`config.mk`:
```
export PLATFORM = sky130hd
export DESIGN_NAME = vehicle_performance_meter
export DESIGN_NICKNAME = d
export VERILOG_FILES = /design/src/rtl/vpm_pkg.sv /design/src/rtl/vpm_serial_mul.sv /design/src/rtl/vpm_serial_div.sv /design/src/rtl/vehicle_performance_meter.sv
export SDC_FILE = /design/constraint.sdc
export NUM_CORES = 2
export LEC_CHECK = 0
export BUFFER_PORTS_ARGS = -buffer_cell sky130_fd_sc_hd__buf_2
export CORE_ASPECT_RATIO = 1.5
export CORE_MARGIN = 2
export CORE_UTILIZATION = 30
export CTS_CLUSTER_DIAMETER = 80
export DETAILED_ROUTE_END_ITERATION = 8
export GPL_ROUTABILITY_DRIVEN = 0
export GPL_TIMING_DRIVEN = 0
export SYNTH_ARGS = -nofsm -noshare
export SYNTH_HDL_FRONTEND = slang
export SYNTH_HIERARCHICAL = 1
export SYNTH_SLANG_ARGS = --single-unit
export TNS_END_PERCENT = 30
```
`constraint.sdc`:
```
create_clock -name clk -period 14.01 [get_ports clk]
set_input_delay 0.7005 -clock clk [delete_from_list [all_inputs] [get_ports clk]]
set_output_delay 0.7005 -clock clk [all_outputs]
set_load 0.01 [all_outputs]
```
`src/rtl/vpm_pkg.sv`:
```
// Package: payload types, widths and constants of the vehicle performance meter.
package vpm_pkg;

  localparam int unsigned CfgW = 19;
  localparam int unsigned SpdW = 19;
  localparam int unsigned AccW = 24;
  localparam int unsigned TimW = 26;
  localparam int unsigned RadW = 28;
  localparam int unsigned CfgIdxW = 3;
  localparam int unsigned DivQW = 40;

  localparam logic [CfgW-1:0] MinCornerRst = 19'd16000;
  localparam logic [CfgW-1:0] LaunchTgtRst = 19'd44444;
  localparam logic [CfgW-1:0] ArmLowRst = 19'd160;
  localparam logic [CfgW-1:0] ArmHighRst = 19'd3200;
  localparam logic [CfgW-1:0] AbortRst = 19'd80;

  localparam logic [19:0] MinDtUs = 20'd100;
  localparam logic [19:0] MinYawQ16 = 20'd6;

  typedef enum logic [1:0] {
    FUNC_TICK  = 2'd0,
    FUNC_START = 2'd1,
    FUNC_STOP  = 2'd2,
    FUNC_NONE  = 2'd3
  } func_t;

  typedef enum logic [CfgIdxW-1:0] {
    REG_MIN_CORNER = 3'd0,
    REG_LAUNCH_TGT = 3'd1,
    REG_ARM_LOW    = 3'd2,
    REG_ARM_HIGH   = 3'd3,
    REG_ABORT      = 3'd4
  } reg_idx_t;

  typedef struct packed {
    logic [1:0]         func;
    logic signed [19:0] forward_speed;
    logic [19:0]        yaw_rate;
    logic [19:0]        delta_time;
  } vpm_in_t;

  typedef struct packed {
    logic            measuring;
    logic [SpdW-1:0] top_speed;
    logic [AccW-1:0] peak_forward_accel;
    logic [AccW-1:0] peak_braking_decel;
    logic [TimW-1:0] launch_time;
    logic            launch_timing;
    logic [AccW-1:0] peak_lateral_accel;
    logic [SpdW-1:0] speed_at_peak_lateral;
    logic [RadW-1:0] radius_at_peak_lateral;
    logic [RadW-1:0] tightest_radius;
  } vpm_out_t;

  typedef struct packed {
    logic [CfgW-1:0] min_corner;
    logic [CfgW-1:0] launch_tgt;
    logic [CfgW-1:0] arm_low;
    logic [CfgW-1:0] arm_high;
    logic [CfgW-1:0] abort_spd;
  } vpm_cfg_t;

endpackage

```
`src/rtl/vpm_serial_mul.sv`:
```
// Shift-add multiplier: one multiplier bit per cycle.
module vpm_serial_mul #(
  parameter int unsigned AW = 21,
  parameter int unsigned BW = 20
) (
  input  logic             clk,
  input  logic             rst_n,
  input  logic             start,
  input  logic [AW-1:0]    a,
  input  logic [BW-1:0]    b,
  output logic             done,
  output logic [AW+BW-1:0] prod
);
  localparam int unsigned CntW = $clog2(BW + 1);

  logic [AW+BW-1:0] acc_r, acc_nxt;
  logic [AW+BW-1:0] mcand_r, mcand_nxt;
  logic [BW-1:0]    mplier_r, mplier_nxt;
  logic [CntW-1:0]  cnt_r, cnt_nxt;
  logic             busy_r, busy_nxt;
  logic             done_r, done_nxt;

  always_comb begin
    acc_nxt = acc_r;
    mcand_nxt = mcand_r;
    mplier_nxt = mplier_r;
    cnt_nxt = cnt_r;
    busy_nxt = busy_r;
    done_nxt = 1'b0;
    if (start) begin
      acc_nxt = '0;
      mcand_nxt = {{BW{1'b0}}, a};
      mplier_nxt = b;
      cnt_nxt = CntW'(BW);
      busy_nxt = 1'b1;
    end else if (busy_r) begin
      if (mplier_r[0]) acc_nxt = acc_r + mcand_r;
      mcand_nxt = mcand_r << 1;
      mplier_nxt = mplier_r >> 1;
      cnt_nxt = cnt_r - 1'b1;
      if (cnt_r == CntW'(1)) begin
        busy_nxt = 1'b0;
        done_nxt = 1'b1;
      end
    end
  end

  always_ff @(posedge clk) begin
    if (!rst_n) begin
      busy_r <= 1'b0;
      done_r <= 1'b0;
      cnt_r <= '0;
    end else begin
      busy_r <= busy_nxt;
      done_r <= done_nxt;
      cnt_r <= cnt_nxt;
    end
    acc_r <= acc_nxt;
    mcand_r <= mcand_nxt;
    mplier_r <= mplier_nxt;
  end

  assign done = done_r;
  assign prod = acc_r;
endmodule

```
`src/rtl/vpm_serial_div.sv`:
```
// Restoring divider: one quotient bit per cycle.
module vpm_serial_div #(
  parameter int unsigned NW = 40,
  parameter int unsigned DW = 20
) (
  input  logic          clk,
  input  logic          rst_n,
  input  logic          start,
  input  logic [NW-1:0] num,
  input  logic [DW-1:0] den,
  output logic          done,
  output logic [NW-1:0] quo
);
  localparam int unsigned CntW = $clog2(NW + 1);

  logic [DW:0]     rem_r, rem_nxt;
  logic [NW-1:0]   q_r, q_nxt;
  logic [DW-1:0]   den_r, den_nxt;
  logic [CntW-1:0] cnt_r, cnt_nxt;
  logic            busy_r, busy_nxt;
  logic            done_r, done_nxt;
  logic [DW:0]     trial;
  logic [DW+1:0]   diff;

  always_comb begin
    rem_nxt = rem_r;
    q_nxt = q_r;
    den_nxt = den_r;
    cnt_nxt = cnt_r;
    busy_nxt = busy_r;
    done_nxt = 1'b0;
    trial = {rem_r[DW-1:0], q_r[NW-1]};
    diff = {1'b0, trial} - {2'b00, den_r};
    if (start) begin
      rem_nxt = '0;
      q_nxt = num;
      den_nxt = den;
      cnt_nxt = CntW'(NW);
      busy_nxt = 1'b1;
    end else if (busy_r) begin
      // shift in next numerator bit, subtract when it fits
      if (!diff[DW+1]) begin
        rem_nxt = diff[DW:0];
        q_nxt = {q_r[NW-2:0], 1'b1};
      end else begin
        rem_nxt = trial;
        q_nxt = {q_r[NW-2:0], 1'b0};
      end
      cnt_nxt = cnt_r - 1'b1;
      if (cnt_r == CntW'(1)) begin
        busy_nxt = 1'b0;
        done_nxt = 1'b1;
      end
    end
  end

  always_ff @(posedge clk) begin
    if (!rst_n) begin
      busy_r <= 1'b0;
      done_r <= 1'b0;
      cnt_r <= '0;
    end else begin
      busy_r <= busy_nxt;
      done_r <= done_nxt;
      cnt_r <= cnt_nxt;
    end
    rem_r <= rem_nxt;
    q_r <= q_nxt;
    den_r <= den_nxt;
  end

  assign done = done_r;
  assign quo = q_r;
endmodule

```
`src/rtl/vehicle_performance_meter.sv`:
```
// Top level: vehicle performance meter with serial multiply and divide units.
//
//  channel | ports                      | direction | payload
//  in      | in_valid, in_ready, in_data | into block | vpm_in_t
//  out     | out_valid, out_ready, out_data | out of block | vpm_out_t
//  cfg     | cfg_valid, cfg_ready, cfg_index, cfg_data | into block | 19-bit register
//
// A tick item with a previous speed runs through the prepare state, a 21x20 shift-add
// multiply (|dv| * 1e6), a 40-bit restoring divide by delta_time, the update state, a
// 19x20 multiply for lateral, a 40-bit divide by yaw for radius and the emit state; no
// new item is taken until the sequencer is back in idle. The first tick after start
// skips the acceleration pair, and a tick that skips cornering emits right after the
// update. Start, stop, short, inactive and ignored items go from the prepare state
// straight to the emit state. Reset is synchronous, active low.
// The next item is taken while a result waits in the output register; a stalled
// output holds the sequencer only when a new result must be written.
module vehicle_performance_meter (
  input  logic                    clk,
  input  logic                    rst_n,
  input  logic                    in_valid,
  output logic                    in_ready,
  input  vpm_pkg::vpm_in_t        in_data,
  output logic                    out_valid,
  input  logic                    out_ready,
  output vpm_pkg::vpm_out_t       out_data,
  input  logic                    cfg_valid,
  output logic                    cfg_ready,
  input  logic [vpm_pkg::CfgIdxW-1:0] cfg_index,
  input  logic [vpm_pkg::CfgW-1:0]    cfg_data
);
  import vpm_pkg::*;

  typedef enum logic [3:0] {
    S_IDLE, S_PREP, S_MUL_A, S_DIV_A, S_UPD_A, S_MUL_L, S_DIV_R, S_UPD_C, S_EMIT
  } state_t;

  state_t   state_r;
  vpm_cfg_t cfg_r;
  vpm_in_t  item_r;

  logic                active_r, have_last_r, timing_r;
  logic [SpdW-1:0]     max_speed_r, spd_at_lat_r, speed_r;
  logic signed [19:0]  last_speed_r;
  logic [AccW-1:0]     max_fwd_r, max_brk_r, max_lat_r, lat_r;
  logic [TimW-1:0]     elapsed_r, launch_res_r;
  logic [RadW-1:0]     rad_at_lat_r, min_rad_r;
  logic                dv_pos_r;
  logic                out_valid_r;
  vpm_out_t            out_r;

  // shared multiplier and divider
  logic             mul_start, div_start, mul_done, div_done;
  logic [20:0]      mul_a;
  logic [19:0]      mul_b;
  logic [40:0]      mul_p;
  logic [DivQW-1:0] div_num, div_q;
  logic [19:0]      div_den;

  vpm_serial_mul #(.AW(21), .BW(20)) u_mul (
    .clk, .rst_n, .start(mul_start), .a(mul_a), .b(mul_b),
    .done(mul_done), .prod(mul_p)
  );

  vpm_serial_div #(.NW(DivQW), .DW(20)) u_div (
    .clk, .rst_n, .start(div_start), .num(div_num), .den(div_den),
    .done(div_done), .quo(div_q)
  );

  logic signed [20:0] fs_ext, dv;
  logic [20:0]        fs_abs, dv_mag;
  logic [SpdW-1:0]    speed_sat;
  logic [AccW-1:0]    acc_sat, lat_sat;
  logic [RadW-1:0]    rad_sat;
  logic [TimW:0]      el_sum;
  logic [TimW-1:0]    el_sat;
  logic               corner_ok, tick_go, emit;

  always_comb begin
    fs_ext = 21'(item_r.forward_speed);
    dv = fs_ext - 21'(last_speed_r);
    dv_mag = dv[20] ? 21'(-dv) : 21'(dv);
    fs_abs = fs_ext[20] ? 21'(-fs_ext) : fs_ext;
    speed_sat = (fs_abs > 21'(SpdW'('1))) ? '1 : fs_abs[SpdW-1:0];
    acc_sat = (div_q > DivQW'(AccW'('1))) ? '1 : div_q[AccW-1:0];
    lat_sat = (mul_p[40:16] > 25'(AccW'('1))) ? '1 : mul_p[39:16];
    rad_sat = (div_q > DivQW'(RadW'('1))) ? '1 : div_q[RadW-1:0];
    el_sum = {1'b0, elapsed_r} + (TimW+1)'(item_r.delta_time);
    el_sat = el_sum[TimW] ? '1 : el_sum[TimW-1:0];
    corner_ok = (speed_r >= cfg_r.min_corner) && (item_r.yaw_rate > MinYawQ16);
    tick_go = (item_r.func == FUNC_TICK) && active_r && (item_r.delta_time > MinDtUs);
    emit = (state_r == S_EMIT) && (!out_valid_r || out_ready);
  end

  always_comb begin
    mul_start = 1'b0;
    div_start = 1'b0;
    mul_a = dv_mag;
    mul_b = 20'd1000000;
    div_num = DivQW'(mul_p);
    div_den = item_r.delta_time;
    case (state_r)
      S_PREP: begin
        mul_start = tick_go && have_last_r;
      end
      S_MUL_A: div_start = mul_done;
      S_UPD_A: begin
        mul_start = corner_ok;
        mul_a = 21'(speed_r);
        mul_b = item_r.yaw_rate;
      end
      S_MUL_L: begin
        div_start = mul_done;
        div_num = DivQW'({speed_r, 16'd0});
        div_den = item_r.yaw_rate;
      end
      default: ;
    endcase
  end

  assign in_ready = (state_r == S_IDLE);
  assign cfg_ready = 1'b1;
  assign out_valid = out_valid_r;
  assign out_data = out_r;

  always_ff @(posedge clk) begin
    if (!rst_n) begin
      state_r <= S_IDLE;
      cfg_r <= '{MinCornerRst, LaunchTgtRst, ArmLowRst, ArmHighRst, AbortRst};
      active_r <= 1'b0;
      have_last_r <= 1'b0;
      timing_r <= 1'b0;
      max_speed_r <= '0;
      last_speed_r <= '0;
      max_fwd_r <= '0;
      max_brk_r <= '0;
      elapsed_r <= '0;
      launch_res_r <= '0;
      max_lat_r <= '0;
      spd_at_lat_r <= '0;
      rad_at_lat_r <= '0;
      min_rad_r <= '0;
      out_valid_r <= 1'b0;
    end else begin
      if (cfg_valid) begin
        case (cfg_index)
          REG_MIN_CORNER: cfg_r.min_corner <= cfg_data;
          REG_LAUNCH_TGT: cfg_r.launch_tgt <= cfg_data;
          REG_ARM_LOW:    cfg_r.arm_low <= cfg_data;
          REG_ARM_HIGH:   cfg_r.arm_high <= cfg_data;
          REG_ABORT:      cfg_r.abort_spd <= cfg_data;
          default: ;
        endcase
      end
      if (emit) out_valid_r <= 1'b1;
      else if (out_ready) out_valid_r <= 1'b0;
      case (state_r)
        S_IDLE: begin
          if (in_valid) begin
            item_r <= in_data;
            state_r <= S_PREP;
          end
        end
        S_PREP: begin
          state_r <= !tick_go ? S_EMIT : (have_last_r ? S_MUL_A : S_UPD_A);
          case (func_t'(item_r.func))
            FUNC_START: begin
              have_last_r <= 1'b0;
              timing_r <= 1'b0;
              max_speed_r <= '0;
              last_speed_r <= '0;
              max_fwd_r <= '0;
              max_brk_r <= '0;
              elapsed_r <= '0;
              launch_res_r <= '0;
              max_lat_r <= '0;
              spd_at_lat_r <= '0;
              rad_at_lat_r <= '0;
              min_rad_r <= '0;
              active_r <= 1'b1;
            end
            FUNC_STOP: active_r <= 1'b0;
            FUNC_TICK: begin
              if (tick_go) begin
                speed_r <= speed_sat;
                if (speed_sat > max_speed_r) max_speed_r <= speed_sat;
                dv_pos_r <= !dv[20] && (dv != '0);
                last_speed_r <= item_r.forward_speed;
                have_last_r <= 1'b1;
                // launch timer
                if (!timing_r && launch_res_r == '0 &&
                    fs_ext > $signed({2'b00, cfg_r.arm_low}) &&
                    fs_ext < $signed({2'b00, cfg_r.arm_high})) begin
                  timing_r <= 1'b1;
                  elapsed_r <= '0;
                end else if (timing_r) begin
                  elapsed_r <= el_sat;
                  if (fs_ext >= $signed({2'b00, cfg_r.launch_tgt})) begin
                    launch_res_r <= el_sat;
                    timing_r <= 1'b0;
                  end else if (fs_ext < $signed({2'b00, cfg_r.abort_spd})) begin
                    timing_r <= 1'b0;
                  end
                end
              end
            end
            default: ;
          endcase
        end
        S_MUL_A: if (mul_done) state_r <= S_DIV_A;
        S_DIV_A: begin
          if (div_done) begin
            if (dv_pos_r) begin
              if (acc_sat > max_fwd_r) max_fwd_r <= acc_sat;
            end else if ($signed(item_r.forward_speed) >
                         $signed({1'b0, cfg_r.min_corner})) begin
              if (acc_sat > max_brk_r) max_brk_r <= acc_sat;
            end
            state_r <= S_UPD_A;
          end
        end
        S_UPD_A: state_r <= corner_ok ? S_MUL_L : S_EMIT;
        S_MUL_L: begin
          if (mul_done) begin
            lat_r <= lat_sat;
            state_r <= S_DIV_R;
          end
        end
        S_DIV_R: begin
          if (div_done) begin
            if (lat_r > max_lat_r) begin
              max_lat_r <= lat_r;
              spd_at_lat_r <= speed_r;
              rad_at_lat_r <= rad_sat;
            end
            if (min_rad_r == '0 || rad_sat < min_rad_r) min_rad_r <= rad_sat;
            state_r <= S_EMIT;
          end
        end
        S_EMIT: begin
          // hold until the output register is free
          if (emit) begin
            out_r <= '{active_r, max_speed_r, max_fwd_r, max_brk_r, launch_res_r,
                       timing_r, max_lat_r, spd_at_lat_r, rad_at_lat_r, min_rad_r};
            state_r <= S_IDLE;
          end
        end
        default: state_r <= S_IDLE;
      endcase
    end
  end
endmodule

```
==> impl_metrics.ini <==
[clocking]
htreeDepth = 3
cts_buffer_depth = 3
clock-root-buffer = clkbuf_16
cts.repair.resized = 0
cts_made_buffers = 92
cts_sinks = 838
hold_buffers = 0
clkLatencyLatePin_ns = 0.71
cts_tree = built
cts.clk_slew.worst_paths_ns = 0.06
postCtsSetupBuffers = 0

[setup_path]
r2r-end = max_brk_r[12]
arrival_ns = 7.25
crit_slowest_cell = o31ai_1
worst-path-buf-inv = 2
criticalPathCategory = flip-flop to flip-flop
r2r_start = u_div/quo[39]
cp-start-kind = flip-flop
worst-r2r-cell-count = 16
endpoint_kind = flip-flop
crit_chain = nor4_1 > nand3_1 > or2_2 > or4_1 > clkbuf_1 > or2_2 > ha_1 > and3_1 > nand3_1 > nor3_1 > nand4_1 > o31ai_1 > a31oi_1 > o21ai_1 > buf_2 > mux2i_1
worstPathMaxFanout = 10
max_stage_delay_ns = 0.93
cpLargestDelayFamily = simple AND/OR/NAND/NOR gates
reg2reg_slack_ns = 7.38
cp_data_required_time_ns = 14.63

[timing]
min_period_ns = 6.63
slew_headroom_pct = 21.4
rsz0062_at_grt = false
max_freq_ghz = 0.151
period_share_pct = 47.3
setup_viol = 0
finalSetupTns_ns = 0
finalMaxSlewViolations = 0
hold_viol = 0
fin_skew_ns = 0.0340
worst_slew_pin_slew_ns = 1.18

[routing]
via_count = 32500
drtIter0Drc = 1974
ant_nets = 0
firstDrtPassIters = 7
post-route-drc-count = 0
postRouteWirelength_mm = 129
wl_per_cell_um = 20.0
viasPerCell = 5.03

[power_and_ir_drop]
power.density_nw_per_um2 = 118
max-vdd-ir-drop_v = 0.0000925
p_leak_nw = 18.7

[synthesis]
synth-xor-area-share_pct = 2.47
synthesis.area_um2 = 42400
synth_edf_count = 401
synthDominantCellAreaShare_pct = 28.4
synth_fp_nets = 4543
synth_fa_ha_area_share_pct = 10.2
syn_inst = 4111
synth_compound_area_share_pct = 15.6
ys_ff_latch = 838
synth_mux_area_share_pct = 5.07
ys_async_sr_fraction_pct = 0
ys_warn_count = 6
yosys-top-cells-area = edfxtp_1, dfxtp_1, ha_1, nand2_1, a21oi_1
synth_top_area_cell = edfxtp_1
synth_top_family_by_area = compound AO/OA/AOI/OAI gates
synth_flop_cell = dfxtp_1
ys_types = 110
synth.avg_cell_area_um2 = 10.3
ys_seq_area_share_pct = 49.0
synthSimpleGateAreaFrac_pct = 13.5

[grt]
grt_use_total_pct = 17.5
grt_pass1_vias = 32000
grt_pass1_wl_mm = 194
antenna_found_initial = 5
grt_max_degree = 63
overflow = 0

[floorplanning]
die_h_um = 465
die_width_um = 311
num_io_pins = 286
start_util_pct = 30.1
rows = 169
design.die.area_um2 = 145000
core-area_um2 = 141000

[hold_path]
min_path_cells = 1
worstHoldEndpoint = item_r[1]
min_from = in_data[1]
hold_class = primary input to flip-flop

[placed_design]
dp_hpwl_mm = 99.3
place_inst = 6283
io_buffers = 283

[outcome]
status = finished, final reports clean

[cells_and_area]
area_growth_pct = 16.7
final_cells = 6458
num-nets-final = 4928
drive_gt1_share_pct = 15.8

[job]
drv_cap = 0
-- kinds of logic (layout without fill, tap and decap cells) --
group,after synthesis,after routing
AO/OA/AOI/OAI,954,954
XOR/XNOR,119,119
adder cells (fa/ha/maj),343,343
buffers and inverters,467,932
flip-flops,838,838
multiplexers,200,200
other,1,2
AND/OR/NAND/NOR,1189,1189
-- worst register-to-register path, stage by stage (launching register included) --
cell and delay [ns]:
edfxtp_1 0.52, nor4_1 0.38, nand3_1 0.35, or2_2 0.45
or4_1 0.59, clkbuf_1 0.26, or2_2 0.39, ha_1 0.32
and3_1 0.16, nand3_1 0.13, nor3_1 0.29, nand4_1 0.21
o31ai_1 0.93, a31oi_1 0.43, o21ai_1 0.48, buf_2 0.42
mux2i_1 0.23
-- worst max path at each step --
stage | slack, ns | to | depth (start not counted) | start
after global routing | 7.02 | max_brk_r[8] | 16 | u_div/quo[39]
after floorplan | 3.91 | out_data[0] | 4 | rst_n
after CTS | 7.15 | max_brk_r[12] | 16 | u_div/quo[39]
after global placement | -2.48 | out_data[81] | 5 | rst_n
after detailed placement | 7.23 | max_brk_r[12] | 16 | u_div/quo[39]
final | 7.38 | max_brk_r[12] | 16 | u_div/quo[39]
-- sequential cells by signal, summed over array words and instances (netlist names), 20 cells and up --
name            flops
u_mul/prod         41
u_div/den_r        20
min_rad_r          28
out_data          194
launch_res_r       26
elapsed_r          26
u_div/rem_r        20
max_brk_r          24
u_mul/mplier_r     20
item_r             42
u_mul/mcand_r      41
cfg_r              95
fs_ext             20
last_speed_r       20
max_lat_r          24
max_fwd_r          24
rad_at_lat_r       28
u_div/quo          40
lat_r              24
-- synthesized netlist by cell type, types with 32 or more instances --
master and number:
ha_1 339, mux2_2 119, nor3_1 42, a21o_1 85, a21oi_1 285, nor2b_1 65, inv_1 293, nand4_1 48
mux2i_1 81, clkbuf_1 137, nor2_1 209, o21a_1 35, or2_2 79, nand2_1 501, edfxtp_1 401, o211ai_1 38
nand2b_1 32, xor2_1 54, o21ai_0 126, dfxtp_1 437, xnor2_1 64, nand3_1 54, a22o_1 124
-- cells in the final DEF (no fill, tap or decap), types with 13 or more instances in the layout --
cell	count
a211oi_1	22
a21o_1	85
a21oi_1	285
a22o_1	124
a31oi_1	29
a32o_1	25
and2_1	30
and3_1	28
buf_2	301
clkbuf_1	152
clkbuf_16	94
dfxtp_1	437
edfxtp_1	401
ha_1	339
inv_1	292
mux2_2	119
mux2i_1	81
nand2_1	501
nand2b_1	32
nand3_1	54
nand4_1	48
nor2_1	208
nor2b_1	65
nor3_1	41
nor4_1	26
o211ai_1	38
o21a_1	35
o21ai_0	126
o2bb2ai_1	18
o31ai_1	18
or2_2	79
or3_1	13
xnor2_1	64
xor2_1	54
-- per-layer routing --
layer  wire [µm]  global-route usage (%)  up-vias
met5          12                       0        -
met4        6620                    8.93        2
met3        6320                    2.31      274
met2       63600                    30.8      998
met1       52700                    20.7    15500
li1            -                       -    15600
-- metrics by stage --
| stage | hold WS (ns) | power (mW) | setup slack [ns] | area, µm² | utilization (%) |
|---|---|---|---|---|---|
| floorplan | 0.409 | 3.15 | 3.91 | 42400 | - |
| global placement | 0.418 | 3.36 | -2.48 | 46200 | 32.8 |
| detailed placement | 0.421 | 3.36 | 7.23 | 46400 | 32.9 |
| CTS | 0.123 | 5.90 | 7.15 | 49500 | 35.2 |
| global route | 0.154 | 6.07 | 7.02 | 49500 | 35.2 |
| finish | 0.170 | 5.84 | 7.38 | 49500 | 35.2 |
-- area by class of cell --
class | count | area, µm²
Clock inverter | 61 | 683
Clock buffer | 113 | 2450
Buffer | 173 | 711
Inverter | 294 | 1100
Fill cell | 14200 | 91300
Tap cell | 1881 | 2350
Sequential cell | 838 | 20800
Antenna cell | 1 | 2.50
Timing Repair Buffer | 291 | 1580
Multi-Input combinational cell | 2806 | 19900
-- power by group --
group          leakage [nW]  switching, mW  internal, mW
Clock                  1.51           1.08          1.45
Combinational          9.98          0.376         0.232
Sequential             7.24         0.0753          2.63
Total                  18.7           1.53          4.31
Power figures use the tool's default switching activity.
